**config.mk**
```make
export PLATFORM = sky130hd
export DESIGN_NAME = zone_entry_release_detector
export DESIGN_NICKNAME = d
export VERILOG_FILES = /design/src/design/zerd_pkg.sv /design/src/design/zerd_eval.sv /design/src/design/zone_entry_release_detector.sv
export SDC_FILE = /design/constraint.sdc
export NUM_CORES = 1
export LEC_CHECK = 0
export ABC_CLOCK_PERIOD_IN_PS = 5050
export BUFFER_PORTS_ARGS = -buffer_cell sky130_fd_sc_hd__buf_2
export CAP_MARGIN = 20
export CORE_AREA = 2 2 138 140
export CTS_CLUSTER_SIZE = 30
export DETAILED_ROUTE_END_ITERATION = 10
export DIE_AREA = 0 0 140 142
export PLACE_DENSITY = 0.76
export SYNTH_ARGS = -nofsm -noshare
export SYNTH_HDL_FRONTEND = slang
export SYNTH_HIERARCHICAL = 1
export SYNTH_SLANG_ARGS = --single-unit
```
**constraint.sdc**
```tcl
create_clock -name clk_i -period 5.05 [get_ports clk_i]
set_input_delay 0.2525 -clock clk_i [delete_from_list [all_inputs] [get_ports clk_i]]
set_output_delay 0.2525 -clock clk_i [all_outputs]
set_load 0.005 [all_outputs]
```
**src/design/zerd_pkg.sv**
```systemverilog
// Package with the shared types, constants and codes of the zone entry release detector.
package zerd_pkg;

  localparam int CoordBits        = 12;
  localparam int CentreBits       = CoordBits + 1;
  localparam int CountBits        = 14;
  localparam int StreakCapDefault = 10000;
  localparam int CfgIndexBits     = 3;
  localparam int CfgDataBits      = 14;

  typedef enum logic [3:0] {
    ReasonNoHold   = 4'd0,
    ReasonInactive = 4'd1,
    ReasonFired    = 4'd2,
    ReasonUnlocked = 4'd3,
    ReasonNoObject = 4'd4,
    ReasonNoZone   = 4'd5,
    ReasonEntered  = 4'd6,
    ReasonDwell    = 4'd7,
    ReasonInside   = 4'd8,
    ReasonOutside  = 4'd9,
    ReasonCleared  = 4'd10
  } reason_e;

  typedef enum logic [CfgIndexBits-1:0] {
    CfgZoneLeft    = 3'd0,
    CfgZoneTop     = 3'd1,
    CfgZoneRight   = 3'd2,
    CfgZoneBottom  = 3'd3,
    CfgZonePresent = 3'd4,
    CfgDwellFrames = 3'd5
  } cfg_index_e;

  typedef struct packed {
    logic                 command;
    logic [CoordBits-1:0] box_left;
    logic [CoordBits-1:0] box_top;
    logic [CoordBits-1:0] box_right;
    logic [CoordBits-1:0] box_bottom;
    logic                 box_present;
    logic                 hold_active;
    logic                 action_active;
    logic                 type_locked;
    logic                 fired_in_hold;
  } in_word_t;

  typedef struct packed {
    logic                  fire_now;
    logic                  entered_now;
    logic                  inside_zone;
    logic                  owner_flag;
    reason_e               reason_code;
    logic [CentreBits-1:0] centre_x2;
    logic [CentreBits-1:0] centre_y2;
  } out_word_t;

  typedef struct packed {
    logic [CoordBits-1:0] zone_left;
    logic [CoordBits-1:0] zone_top;
    logic [CoordBits-1:0] zone_right;
    logic [CoordBits-1:0] zone_bottom;
    logic                 zone_present;
    logic [CountBits-1:0] dwell_frames;
  } cfg_t;

  typedef struct packed {
    logic                 was_inside;
    logic                 has_released;
    logic                 owner_latch;
    logic [CountBits-1:0] inside_count;
  } state_t;

endpackage

```
**src/design/zerd_eval.sv**
```systemverilog
// Combinational evaluation of one word: gate chain, zone test, streak and release decision.
module zerd_eval #(
  parameter int StreakCap = zerd_pkg::StreakCapDefault
) (
  input  zerd_pkg::in_word_t  word_i,
  input  zerd_pkg::cfg_t      cfg_i,
  input  zerd_pkg::state_t    state_i,
  output zerd_pkg::out_word_t result_o,
  output zerd_pkg::state_t    state_o
);

  localparam logic [zerd_pkg::CountBits-1:0] CapVal = zerd_pkg::CountBits'(StreakCap);

  logic [zerd_pkg::CentreBits-1:0] cx2, cy2;
  logic [zerd_pkg::CentreBits-1:0] zl2, zt2, zr2, zb2;
  logic                            in_zone, entered, dwell;
  logic [zerd_pkg::CountBits-1:0]  count_next, dwell_need;

  // Doubled centre: the sum of two box coordinates never overflows the extra bit.
  assign cx2 = zerd_pkg::CentreBits'(word_i.box_left) + zerd_pkg::CentreBits'(word_i.box_right);
  assign cy2 = zerd_pkg::CentreBits'(word_i.box_top) + zerd_pkg::CentreBits'(word_i.box_bottom);
  assign zl2 = {cfg_i.zone_left, 1'b0};
  assign zt2 = {cfg_i.zone_top, 1'b0};
  assign zr2 = {cfg_i.zone_right, 1'b0};
  assign zb2 = {cfg_i.zone_bottom, 1'b0};

  assign in_zone = (cx2 >= zl2) && (cx2 <= zr2) && (cy2 >= zt2) && (cy2 <= zb2);
  assign entered = in_zone && !state_i.was_inside;

  always_comb begin
    if (!in_zone) begin
      count_next = '0;
    end else if (state_i.inside_count < CapVal) begin
      count_next = state_i.inside_count + 1'b1;
    end else begin
      count_next = state_i.inside_count;
    end
  end

  // A dwell setting of zero behaves as one.
  assign dwell_need = (cfg_i.dwell_frames == '0) ? zerd_pkg::CountBits'(1)
                                                 : cfg_i.dwell_frames;
  assign dwell      = !state_i.has_released && (count_next >= dwell_need);

  always_comb begin
    result_o             = '0;
    result_o.owner_flag  = state_i.owner_latch;
    state_o              = state_i;
    if (word_i.command) begin
      state_o              = '0;
      result_o.owner_flag  = 1'b0;
      result_o.reason_code = zerd_pkg::ReasonCleared;
    end else if (!word_i.hold_active) begin
      state_o.was_inside   = 1'b0;
      result_o.reason_code = zerd_pkg::ReasonNoHold;
    end else if (!word_i.action_active) begin
      state_o.was_inside   = 1'b0;
      state_o.inside_count = '0;
      result_o.reason_code = zerd_pkg::ReasonInactive;
    end else if (word_i.fired_in_hold) begin
      result_o.reason_code = zerd_pkg::ReasonFired;
    end else if (!word_i.type_locked) begin
      result_o.reason_code = zerd_pkg::ReasonUnlocked;
    end else if (!word_i.box_present) begin
      state_o.was_inside   = 1'b0;
      result_o.reason_code = zerd_pkg::ReasonNoObject;
    end else if (!cfg_i.zone_present) begin
      state_o.was_inside   = 1'b0;
      result_o.reason_code = zerd_pkg::ReasonNoZone;
    end else begin
      state_o.inside_count = count_next;
      state_o.was_inside   = in_zone;
      if (entered) begin
        state_o.owner_latch = 1'b1;
      end
      result_o.owner_flag  = state_i.owner_latch | entered;
      result_o.inside_zone = in_zone;
      result_o.entered_now = entered;
      result_o.centre_x2   = cx2;
      result_o.centre_y2   = cy2;
      if ((entered || dwell) && !state_i.has_released) begin
        result_o.fire_now    = 1'b1;
        result_o.reason_code = entered ? zerd_pkg::ReasonEntered : zerd_pkg::ReasonDwell;
        state_o.has_released = 1'b1;
      end else if (in_zone) begin
        result_o.reason_code = zerd_pkg::ReasonInside;
      end else begin
        result_o.reason_code = zerd_pkg::ReasonOutside;
      end
    end
  end

endmodule

```
**src/design/zone_entry_release_detector.sv**
```systemverilog
// Top level of the zone entry release detector: input register, evaluation, result register.
//
// An accepted word goes from the input register through the evaluation into the result
// register. Throughput: one word per cycle while the output is not stalled; the tracking
// state is updated at the same edge that loads the result register, so the next word
// sees it at once. Reset: clears the tracking state and both valid flags, and loads the
// zone registers with their defaults (full frame, no zone defined, dwell of three frames).
module zone_entry_release_detector #(
  parameter int StreakCap = zerd_pkg::StreakCapDefault
) (
  input  logic                                 clk_i,
  input  logic                                 rst_ni,
  input  logic                                 in_valid_i,
  output logic                                 in_ready_o,
  input  zerd_pkg::in_word_t                   in_word_i,
  output logic                                 out_valid_o,
  input  logic                                 out_ready_i,
  output zerd_pkg::out_word_t                  out_word_o,
  input  logic                                 cfg_valid_i,
  output logic                                 cfg_ready_o,
  input  logic [zerd_pkg::CfgIndexBits-1:0]    cfg_index_i,
  input  logic [zerd_pkg::CfgDataBits-1:0]     cfg_data_i
);

  // Configuration registers. Writes are always taken; an unknown index is dropped.
  zerd_pkg::cfg_t cfg_q, cfg_d;

  assign cfg_ready_o = 1'b1;

  always_comb begin
    cfg_d = cfg_q;
    if (cfg_valid_i) begin
      unique case (cfg_index_i)
        zerd_pkg::CfgZoneLeft:    cfg_d.zone_left    = cfg_data_i[zerd_pkg::CoordBits-1:0];
        zerd_pkg::CfgZoneTop:     cfg_d.zone_top     = cfg_data_i[zerd_pkg::CoordBits-1:0];
        zerd_pkg::CfgZoneRight:   cfg_d.zone_right   = cfg_data_i[zerd_pkg::CoordBits-1:0];
        zerd_pkg::CfgZoneBottom:  cfg_d.zone_bottom  = cfg_data_i[zerd_pkg::CoordBits-1:0];
        zerd_pkg::CfgZonePresent: cfg_d.zone_present = cfg_data_i[0];
        zerd_pkg::CfgDwellFrames: cfg_d.dwell_frames = cfg_data_i[zerd_pkg::CountBits-1:0];
        default: ;
      endcase
    end
  end

  always_ff @(posedge clk_i or negedge rst_ni) begin
    if (!rst_ni) begin
      cfg_q.zone_left    <= '0;
      cfg_q.zone_top     <= '0;
      cfg_q.zone_right   <= '1;
      cfg_q.zone_bottom  <= '1;
      cfg_q.zone_present <= 1'b0;
      cfg_q.dwell_frames <= zerd_pkg::CountBits'(3);
    end else begin
      cfg_q <= cfg_d;
    end
  end

  // Input register. It moves on whenever the result register can take its word,
  // so a result waiting on the output side still lets one more word in.
  logic               s1_valid_q;
  zerd_pkg::in_word_t s1_word_q;
  logic               out_valid_q;
  zerd_pkg::out_word_t out_word_q;
  logic               s1_go;

  assign s1_go      = !out_valid_q || out_ready_i;
  assign in_ready_o = !s1_valid_q || s1_go;

  always_ff @(posedge clk_i or negedge rst_ni) begin
    if (!rst_ni) begin
      s1_valid_q <= 1'b0;
    end else if (in_ready_o) begin
      s1_valid_q <= in_valid_i;
    end
  end

  always_ff @(posedge clk_i) begin
    if (in_valid_i && in_ready_o) begin
      s1_word_q <= in_word_i;
    end
  end

  // Evaluation of the registered word against the tracking state.
  zerd_pkg::state_t    state_q, state_d;
  zerd_pkg::out_word_t result;

  zerd_eval #(
    .StreakCap(StreakCap)
  ) u_eval (
    .word_i  (s1_word_q),
    .cfg_i   (cfg_q),
    .state_i (state_q),
    .result_o(result),
    .state_o (state_d)
  );

  // The state only advances together with a result entering the result register.
  always_ff @(posedge clk_i or negedge rst_ni) begin
    if (!rst_ni) begin
      state_q     <= '0;
      out_valid_q <= 1'b0;
    end else if (s1_go) begin
      out_valid_q <= s1_valid_q;
      if (s1_valid_q) begin
        state_q <= state_d;
      end
    end
  end

  always_ff @(posedge clk_i) begin
    if (s1_go && s1_valid_q) begin
      out_word_q <= result;
    end
  end

  assign out_valid_o = out_valid_q;
  assign out_word_o  = out_word_q;

  // While a result is shown, the state is exactly what its word left behind.
  a_release_latched : assert property (@(posedge clk_i) disable iff (!rst_ni)
    out_valid_o && out_word_o.fire_now |-> state_q.has_released)
    else $error("release shown without the release latch set");

  a_release_reason : assert property (@(posedge clk_i) disable iff (!rst_ni)
    out_valid_o && out_word_o.fire_now |->
      (out_word_o.reason_code == zerd_pkg::ReasonEntered ||
       out_word_o.reason_code == zerd_pkg::ReasonDwell))
    else $error("release with a reason other than entry or dwell");

  a_streak_cap : assert property (@(posedge clk_i) disable iff (!rst_ni)
    state_q.inside_count <= zerd_pkg::CountBits'(StreakCap))
    else $error("inside streak above its cap");

  a_clear_empties : assert property (@(posedge clk_i) disable iff (!rst_ni)
    out_valid_o && out_word_o.reason_code == zerd_pkg::ReasonCleared |->
      (state_q == '0))
    else $error("clear word left tracking state behind");

  a_entry_owns : assert property (@(posedge clk_i) disable iff (!rst_ni)
    out_valid_o && out_word_o.entered_now |-> out_word_o.owner_flag && state_q.owner_latch)
    else $error("entry without ownership");

endmodule
```
==> run summary, run 1 <==
Status -> complete, but fails checks
Failing checks -> DRC, setup timing
Slowest stage delay, CP -> 0.40 ns
Share of the synthesized area in the top cell type -> 27.1%
Vias per cell -> 5.66
Clock Tree Root -> clkbuf_16
Gpl congestion -> 0.858
Synthesized Nets -> 1,000
First-pass GRT wire length -> 36.3 mm
Worst R2R Path Depth -> 24
Port bufs -> 111
CP Launch Point -> s1_word_q[18]$_DFFE_PP_
Longest Clk Path Bufs -> 2
Synthesized area -> 0.00974 mm2
Finished Layout Cells -> 1,279
CP Capture Point -> out_word_o[33]$_DFFE_PP_
Rows -> 50
Count of state elements after synthesis -> 170
Final ANT Viol Nets -> 0
Wire length per cell -> 17.9 um
Synth Flop Type -> edfxtp_1
DP Worst Slack -> -0.311 ns
Final hold vios -> 0
Most Frequent Cell on Critical Path -> ha_1
Final Cycle Share -> 101%
Via count -> 7,237
CTS tree -> done
DR pass1 iterations -> 10
Number of remaining DRC errors -> 2
Clock skew -> 0.00684 ns
Power Total -> 4.35 mW
Number of global-route vias before repair -> 7,376
Delay-heaviest family, CP -> compound AO/OA/AOI/OAI gates
Core ar. -> 0.0185 mm2
Startpoint Class -> flop
Ys async rst share -> 48.2%
Post-synth top cells -> 88 x edfxtp_1, 87 x ha_1, 83 x inv_1
Clock Pin Slew Worst Setup and Hold Paths -> 0.07 ns
Share of post-route cells with drive strength above 1 -> 33.5%
Global-route usage over all layers -> 23.2%
Worst-path fanout max -> 4
Crit path DAT -> 5.31 ns
Top cells by area, synth -> edfxtp_1 27%, dfrtp_1 14%, ha_1 11%
Die ar. -> 0.0199 mm2
Reg area -> 0.00473 mm2
Lkg Pwr -> 5.34 nW
Seq/Total Area, Yosys -> 48.5%
DIE WIDTH -> 140 um
FF-to-FF setup slack -> -0.07 ns
Final core utilization -> 65.6%
Largest net degree at the start of global routing -> 83
EDFF count, synth -> 88
Footprint of the multi-input gates -> 0.00471 mm2
Worst skew pair latency -> 0.43 ns
Dpl hpwl -> 15.0 mm
Tightest Hold Check Type -> in -> reg
Endpoints failing setup -> 6
Critical path required time -> 5.24 ns
Mapped Cells -> 835
R2R Path Start -> s1_word_q[18]$_DFFE_PP_
Pwr Density -> 359 mW/mm2
RSZ-0062 raised after global routing -> true
Buf+Inv Stages, Crit Path -> 1
Num ports -> 113
# nets final -> 1,196
Final wirelength -> 23.0 mm
Fill count -> 1,303
Starting DRC count in detailed routing -> 483
Worst setup margin -> -0.0707 ns
Chip Height -> 142 um
YS warnings -> 6
Cell with the most instances after synthesis -> edfxtp_1
Fin Setup TNS -> -0.311 ns
Syn-to-layout area delta -> 24.4%
Min Tclk post-route -> 5.12 ns
F_max -> 195 MHz
Cell area after layout -> 0.0121 mm2
R2r endpoint -> out_word_o[33]$_DFFE_PP_
Htree depth -> 4
Yosys top cell by area -> edfxtp_1
Instance count on the critical path -> 24
CTS buffer count -> 17
Slew headroom -> 44.9%
Peak VDD IR -> 0.000279 V
Max-slew violation count -> 0
GRT overflow -> 0
Clk sink count -> 170
Worst path cell trace -> ha_1, a21o_1, a21oi_2, o21ai_1, o211a_1, a41o_1, o41ai_2, xnor2_1, ha_1, a21oi_1, nand2_1, a221oi_2, nand2_2, and3_4, o21a_1, ha_1, o21a_1, o21ai_2, a21oi_2, o21ai_1, a31o_2, o31a_1, buf_4, nor2_2
Syn Area/Cell -> 11.7 um2
Worst hold margin -> 0.0109 ns
Initial Utilization -> 52.8%
Worst path slowest cell -> edfxtp_1
Placed Cells incl. Taps -> 1,182
Crit end category -> flop
Critical Setup Path Class -> reg -> reg
Initial antenna violation count -> 2
Dpl cell area -> 0.0107 mm2
Max_cap viols -> 0
Synth cell types -> 71
Worst slew pin tran -> 0.824 ns
==> layer usage <==
layer / track usage, % / wire length [um] / part of all wire (%)
met4: 8.83 / 533 / 2.3
met5: 0 / 13 / 0.057
met3: 5.28 / 1040 / 4.5
met2: 40.1 / 11800 / 51
met1: 28.5 / 9600 / 42
==> worst reg2reg max path: stages, from the launching register on <==
cell      delay, ns
edfxtp_1       0.40
ha_1           0.29
a21o_1         0.19
a21oi_2        0.13
o21ai_1        0.07
o211a_1        0.16
a41o_1         0.27
o41ai_2        0.38
xnor2_1        0.24
ha_1           0.34
a21oi_1        0.19
nand2_1        0.09
a221oi_2       0.28
nand2_2        0.13
and3_4         0.25
o21a_1         0.11
ha_1           0.29
o21a_1         0.19
o21ai_2        0.13
a21oi_2        0.04
o21ai_1        0.12
a31o_2         0.19
o31a_1         0.23
buf_4          0.14
nor2_2         0.02
==> area by class of cell <==
type / instances / area share (%)
inverter: 83 / 2.57
tap: 234 / 2.42
antenna: 1 / 0.0207
clock inverter: 15 / 1.55
multi-input combinational: 552 / 38.9
clock buffer: 17 / 3.51
sequential: 170 / 39.0
timing repair buffer: 207 / 12.0
==> cells by family (layout without fill, tap and decap cells) <==
| logic type | Yosys count | in the layout | synth area share (%) |
|---|---|---|---|
| compound gates | 152 | 152 | 10.2 |
| fa+ha+maj | 89 | 89 | 11.6 |
| buf+inv | 113 | 322 | 5.04 |
| xor+xnor | 22 | 22 | 1.98 |
| mux | 81 | 81 | 10.2 |
| flops | 170 | 170 | 48.5 |
| other cells | 1 | 2 | 0.0385 |
| simple gates | 207 | 207 | 12.4 |
==> state kept, by name, indices dropped and copies added (netlist names) <==
signal / count
state_q: 17
out_valid_o: 1
cfg_q: 63
out_word_o: 34
s1_valid_q: 1
s1_word_q: 54
==> layout by cell type, fill, tap and decap left out, types with 4 or more instances in the layout <==
| master | synthesis | layout |
|---|---|---|
| xnor2_1 | 18 | 16 |
| dfrtp_1 | 56 | 56 |
| nor2_1 | 41 | 38 |
| edfxtp_1 | 88 | 88 |
| inv_1 | 83 | 82 |
| nor4_1 | 6 | 5 |
| and2_1 | 6 | 5 |
| nor2b_1 | 13 | 13 |
| nor3_1 | 20 | 20 |
| buf_4 | 2 | 38 |
| a21oi_2 | 0 | 9 |
| o21ai_2 | 1 | 9 |
| o211ai_1 | 4 | 4 |
| nand4_1 | 11 | 11 |
| clkbuf_16 | 0 | 17 |
| buf_2 | 4 | 110 |
| a31oi_1 | 6 | 4 |
| or3_1 | 4 | 4 |
| a21oi_1 | 48 | 39 |
| o21ai_0 | 31 | 18 |
| mux2_4 | 22 | 22 |
| dlygate4sd3_1 | 0 | 54 |
| and3_1 | 8 | 7 |
| o21ai_1 | 3 | 8 |
| o21a_1 | 9 | 9 |
| nand2_1 | 39 | 38 |
| and4_1 | 21 | 20 |
| a211oi_1 | 12 | 10 |
| nand3_1 | 12 | 12 |
| ha_1 | 87 | 87 |
| nand2b_1 | 6 | 5 |
| mux2_2 | 58 | 58 |
| dfstp_2 | 26 | 26 |
| a21o_1 | 7 | 7 |
| a41o_1 | 4 | 4 |
==> where the power goes <==
part	leakage (nW)	total, mW	switching [mW]	internal (mW)
combinational	3.21	1.23	0.635	0.593
sequential	1.83	1.76	0.0957	1.66
clock	0.293	1.37	0.578	0.788
==> how the worst min path moves through the flow <==
stage / start / end / depth (start not counted)
floorplan: rst_ni / cfg_q[10]$_DFFE_PN0P_ / 0
detailed placement: in_word_i[19] / s1_word_q[19]$_DFFE_PP_ / 1
CTS: in_word_i[49] / s1_word_q[49]$_DFFE_PP_ / 1
global placement: in_word_i[15] / s1_word_q[15]$_DFFE_PP_ / 1
finish: in_word_i[49] / s1_word_q[49]$_DFFE_PP_ / 1
global route: in_word_i[49] / s1_word_q[49]$_DFFE_PP_ / 1
==> what timing repair did <==
action,CTS,global route
gates resized for setup,24,36
hold endpoints to repair,53,17
hold buffers,53,1
setup buffers,6,3
endpoints found under the setup margin,6,7
pin swaps,20,32
No activity file was read; power rests on OpenSTA's default activity.
==> inputs of run 2 (changes only) <==
--- a/config.mk
+++ b/config.mk
@@ -8,12 +8,11 @@
 export ABC_CLOCK_PERIOD_IN_PS = 5050
 export BUFFER_PORTS_ARGS = -buffer_cell sky130_fd_sc_hd__buf_2
 export CAP_MARGIN = 20
-export CORE_AREA = 2 2 138 140
+export CORE_AREA = 2 2 134 136
 export CTS_CLUSTER_SIZE = 30
 export DETAILED_ROUTE_END_ITERATION = 10
-export DIE_AREA = 0 0 140 142
+export DIE_AREA = 0 0 136 138
 export PLACE_DENSITY = 0.76
 export SYNTH_ARGS = -nofsm -noshare
 export SYNTH_HDL_FRONTEND = slang
-export SYNTH_HIERARCHICAL = 1
 export SYNTH_SLANG_ARGS = --single-unit
==> run summary, run 2 <==
Vias per cell -> 5.34
Max_cap viols -> 0
Final hold vios -> 0
Worst R2R Path Depth -> 23
Die ar. -> 0.0188 mm2
Dpl hpwl -> 14.2 mm
Worst-path fanout max -> 5
Starting DRC count in detailed routing -> 497
Failing checks -> setup timing
Worst path cell trace -> ha_1, a21o_1, a21oi_2, o21a_1, o31ai_2, o41ai_2, xnor2_1, ha_1, nand4_1, or2_1, or3_4, o31ai_4, o2111ai_4, nor2_2, ha_1, a211o_1, o211ai_1, a21oi_1, o41ai_2, a21oi_1, a211oi_2, buf_4, o21ai_1
Pwr Density -> 350 mW/mm2
Clk sink count -> 170
Startpoint Class -> flop
Synth Flop Type -> edfxtp_1
CTS buffer count -> 17
Power Total -> 4.05 mW
R2r endpoint -> out_word_o[27]$_SDFFCE_PP1P_
Synthesized Nets -> 965
Count of state elements after synthesis -> 170
Final ANT Viol Nets -> 0
RSZ-0062 raised after global routing -> true
Final wirelength -> 21.3 mm
F_max -> 187 MHz
Largest net degree at the start of global routing -> 57
Commonest non-fill, non-tap cells in the layout -> 110 x buf_2, 88 x edfxtp_1, 85 x ha_1
Global-route usage over all layers -> 23.0%
Hold path cells -> 1
Core ar. -> 0.0175 mm2
Wire length per cell -> 16.8 um
Status -> complete, but fails checks
DIE WIDTH -> 136 um
Crit end category -> flop
Num ports -> 113
Worst hold margin -> 0.0106 ns
Peak VDD IR -> 0.000281 V
Final core utilization -> 65.9%
R2R Path Start -> s1_word_q[6]$_DFFE_PP_
Lkg Pwr -> 5.10 nW
Share of the synthesized area in the top cell type -> 29.3%
Clock Tree Root -> clkbuf_16
Ys async rst share -> 48.2%
Worst skew pair latency -> 0.42 ns
Via count -> 6,788
Seq/Total Area, Yosys -> 52.5%
Synth cell types -> 61
Commonest non-fill, non-tap cell in the layout -> buf_2
Port bufs -> 111
Synthesized area -> 0.00901 mm2
Crit path DAT -> 5.51 ns
Endpoints failing setup -> 6
DP Worst Slack -> -0.515 ns
FF-to-FF setup slack -> -0.29 ns
Min Tclk post-route -> 5.34 ns
Final Cycle Share -> 106%
Slowest stage delay, CP -> 0.42 ns
Most Frequent Cell on Critical Path -> ha_1
Max-slew violation count -> 0
# nets final -> 1,192
GRT overflow -> 0
CP Launch Point -> s1_word_q[6]$_DFFE_PP_
Number of remaining DRC errors -> 0
Critical path required time -> 5.22 ns
Cell with the most instances after synthesis -> edfxtp_1
Critical Setup Path Class -> reg -> reg
EDFF count, synth -> 88
Htree depth -> 4
Gpl congestion -> 0.822
DR pass1 iterations -> 5
Syn-to-layout area delta -> 28.4%
Hold_sp -> in_word_i[40]
YS warnings -> 0
Worst slew pin tran -> 0.742 ns
Worst path slowest cell -> o41ai_2
Chip Height -> 138 um
Hold EP -> s1_word_q[40]$_DFFE_PP_
CTS tree -> done
Rows -> 49
Most flops, register -> cfg_q
Share of post-route cells with drive strength above 1 -> 29.7%
Tightest Hold Check Type -> in -> reg
Number of global-route vias before repair -> 6,800
Clock skew -> 0.00633 ns
Worst setup margin -> -0.288 ns
Initial antenna violation count -> 1
Mapped Cells -> 800
Longest Clk Path Bufs -> 2
Yosys top cell by area -> edfxtp_1
Clock Pin Slew Worst Setup and Hold Paths -> 0.06 ns
Syn Area/Cell -> 11.3 um2
Top cells by area, synth -> edfxtp_1 29%, dfrtp_1 16%, ha_1 12%
First-pass GRT wire length -> 33.4 mm
Post-synth top cells -> 88 x edfxtp_1, 87 x ha_1, 81 x inv_1
Initial Utilization -> 51.4%
Max FFs per register -> 63
Slew headroom -> 50.5%
run 2: cell count changes after synthesis, moves of 8 or more:
cell,before,now
a211oi_1,12,4
a21oi_1,48,39
a22o_1,1,9
and2_1,6,24
and4_1,21,0
mux2_2,58,30
mux2_4,22,0
nand2_1,39,66
nor2_1,41,31
o21ai_0,31,58
run 2: layout make-up:
class / instances / area, um2
Sequential cell: 170 / 4730
Clock buffer: 25 / 508
Multi-Input combinational cell: 533 / 4130
Timing Repair Buffer: 224 / 1540
Antenna cell: 1 / 2.50
Inverter: 81 / 304
Fill cell: 1361 / 5970
Clock inverter: 7 / 62.6
Tap cell: 229 / 287
run 2: worst max-delay path: cells and delay by family (launching register included):
kind	cells	cell delay, ns
adders and majority gates	3	0.91
buffers and inverters	1	0.16
xor gates and xnor gates	1	0.14
DFF	1	0.40
and+or+nand+nor	4	0.93
AOI/OAI and AO/OA	14	2.52
run 2: where the power goes:
part	switching (mW)	total (mW)	internal [mW]
Sequential	0.0718	1.73	1.66
Clock	0.516	1.26	0.747
Combinational	0.556	1.05	0.496
run 2: cell families (layout without fill, tap and decap cells):
logic type | count (synthesis) | in the layout | synth area share [%]
compound gates | 160 | 160 | 11.5
xor+xnor | 29 | 29 | 2.82
fa+ha+maj | 89 | 89 | 12.5
buf+inv | 97 | 337 | 4.08
flops | 170 | 170 | 52.5
mux | 32 | 32 | 3.97
other cells | 1 | 2 | 0.0416
simple gates | 222 | 222 | 12.6
run 2: worst max path at each step:
| stage | endpoint | slack [ns] | depth (start not counted) |
|---|---|---|---|
| 2_1_floorplan | out_word_o[27]$_SDFFCE_PP1P_ | -0.006 | 25 |
| 3_3_place_gp | out_word_o[28]$_SDFFCE_PP0P_ | -0.33 | 25 |
| 3_5_place_dp | out_word_o[27]$_SDFFCE_PP1P_ | -0.52 | 25 |
| 4_1_cts | out_word_o[27]$_SDFFCE_PP1P_ | -0.24 | 26 |
| 5_1_grt | out_word_o[33]$_SDFFCE_PP0P_ | -0.57 | 26 |
| 6_report | out_word_o[27]$_SDFFCE_PP1P_ | -0.29 | 23 |
run 2: layer usage:
layer / wire length (um) / track usage (%) / vias up / part of all wire [%]
met4: 602 / 9.70 / 0 / 2.8
met5: 0 / 0 / - / 0
met3: 848 / 4.14 / 45 / 4.0
met2: 11200 / 39.0 / 166 / 52
met1: 8730 / 28.7 / 3271 / 41
li1: - / - / 3306 / -
run 2: what timing repair did:
| action | CTS | global route |
|---|---|---|
| setup buffers | 11 | 5 |
| gates cloned | 0 | 0 |
| resized for setup | 26 | 12 |
| hold buffers | 39 | 11 |
| endpoints found under the hold margin | 55 | 11 |
| setup endpoints to repair | 6 | 6 |
| pin swaps | 30 | 16 |
run 2: per-stage QoR:
stage	TNS, ns	instances	instance area, um2
floorplan	-0.0125	800	9060
global placement	-1.72	1171	10200
detailed placement	-2.78	1171	10200
CTS	-1.17	1253	11400
global route	-3.22	1270	11600
finish	-1.51	1270	11600
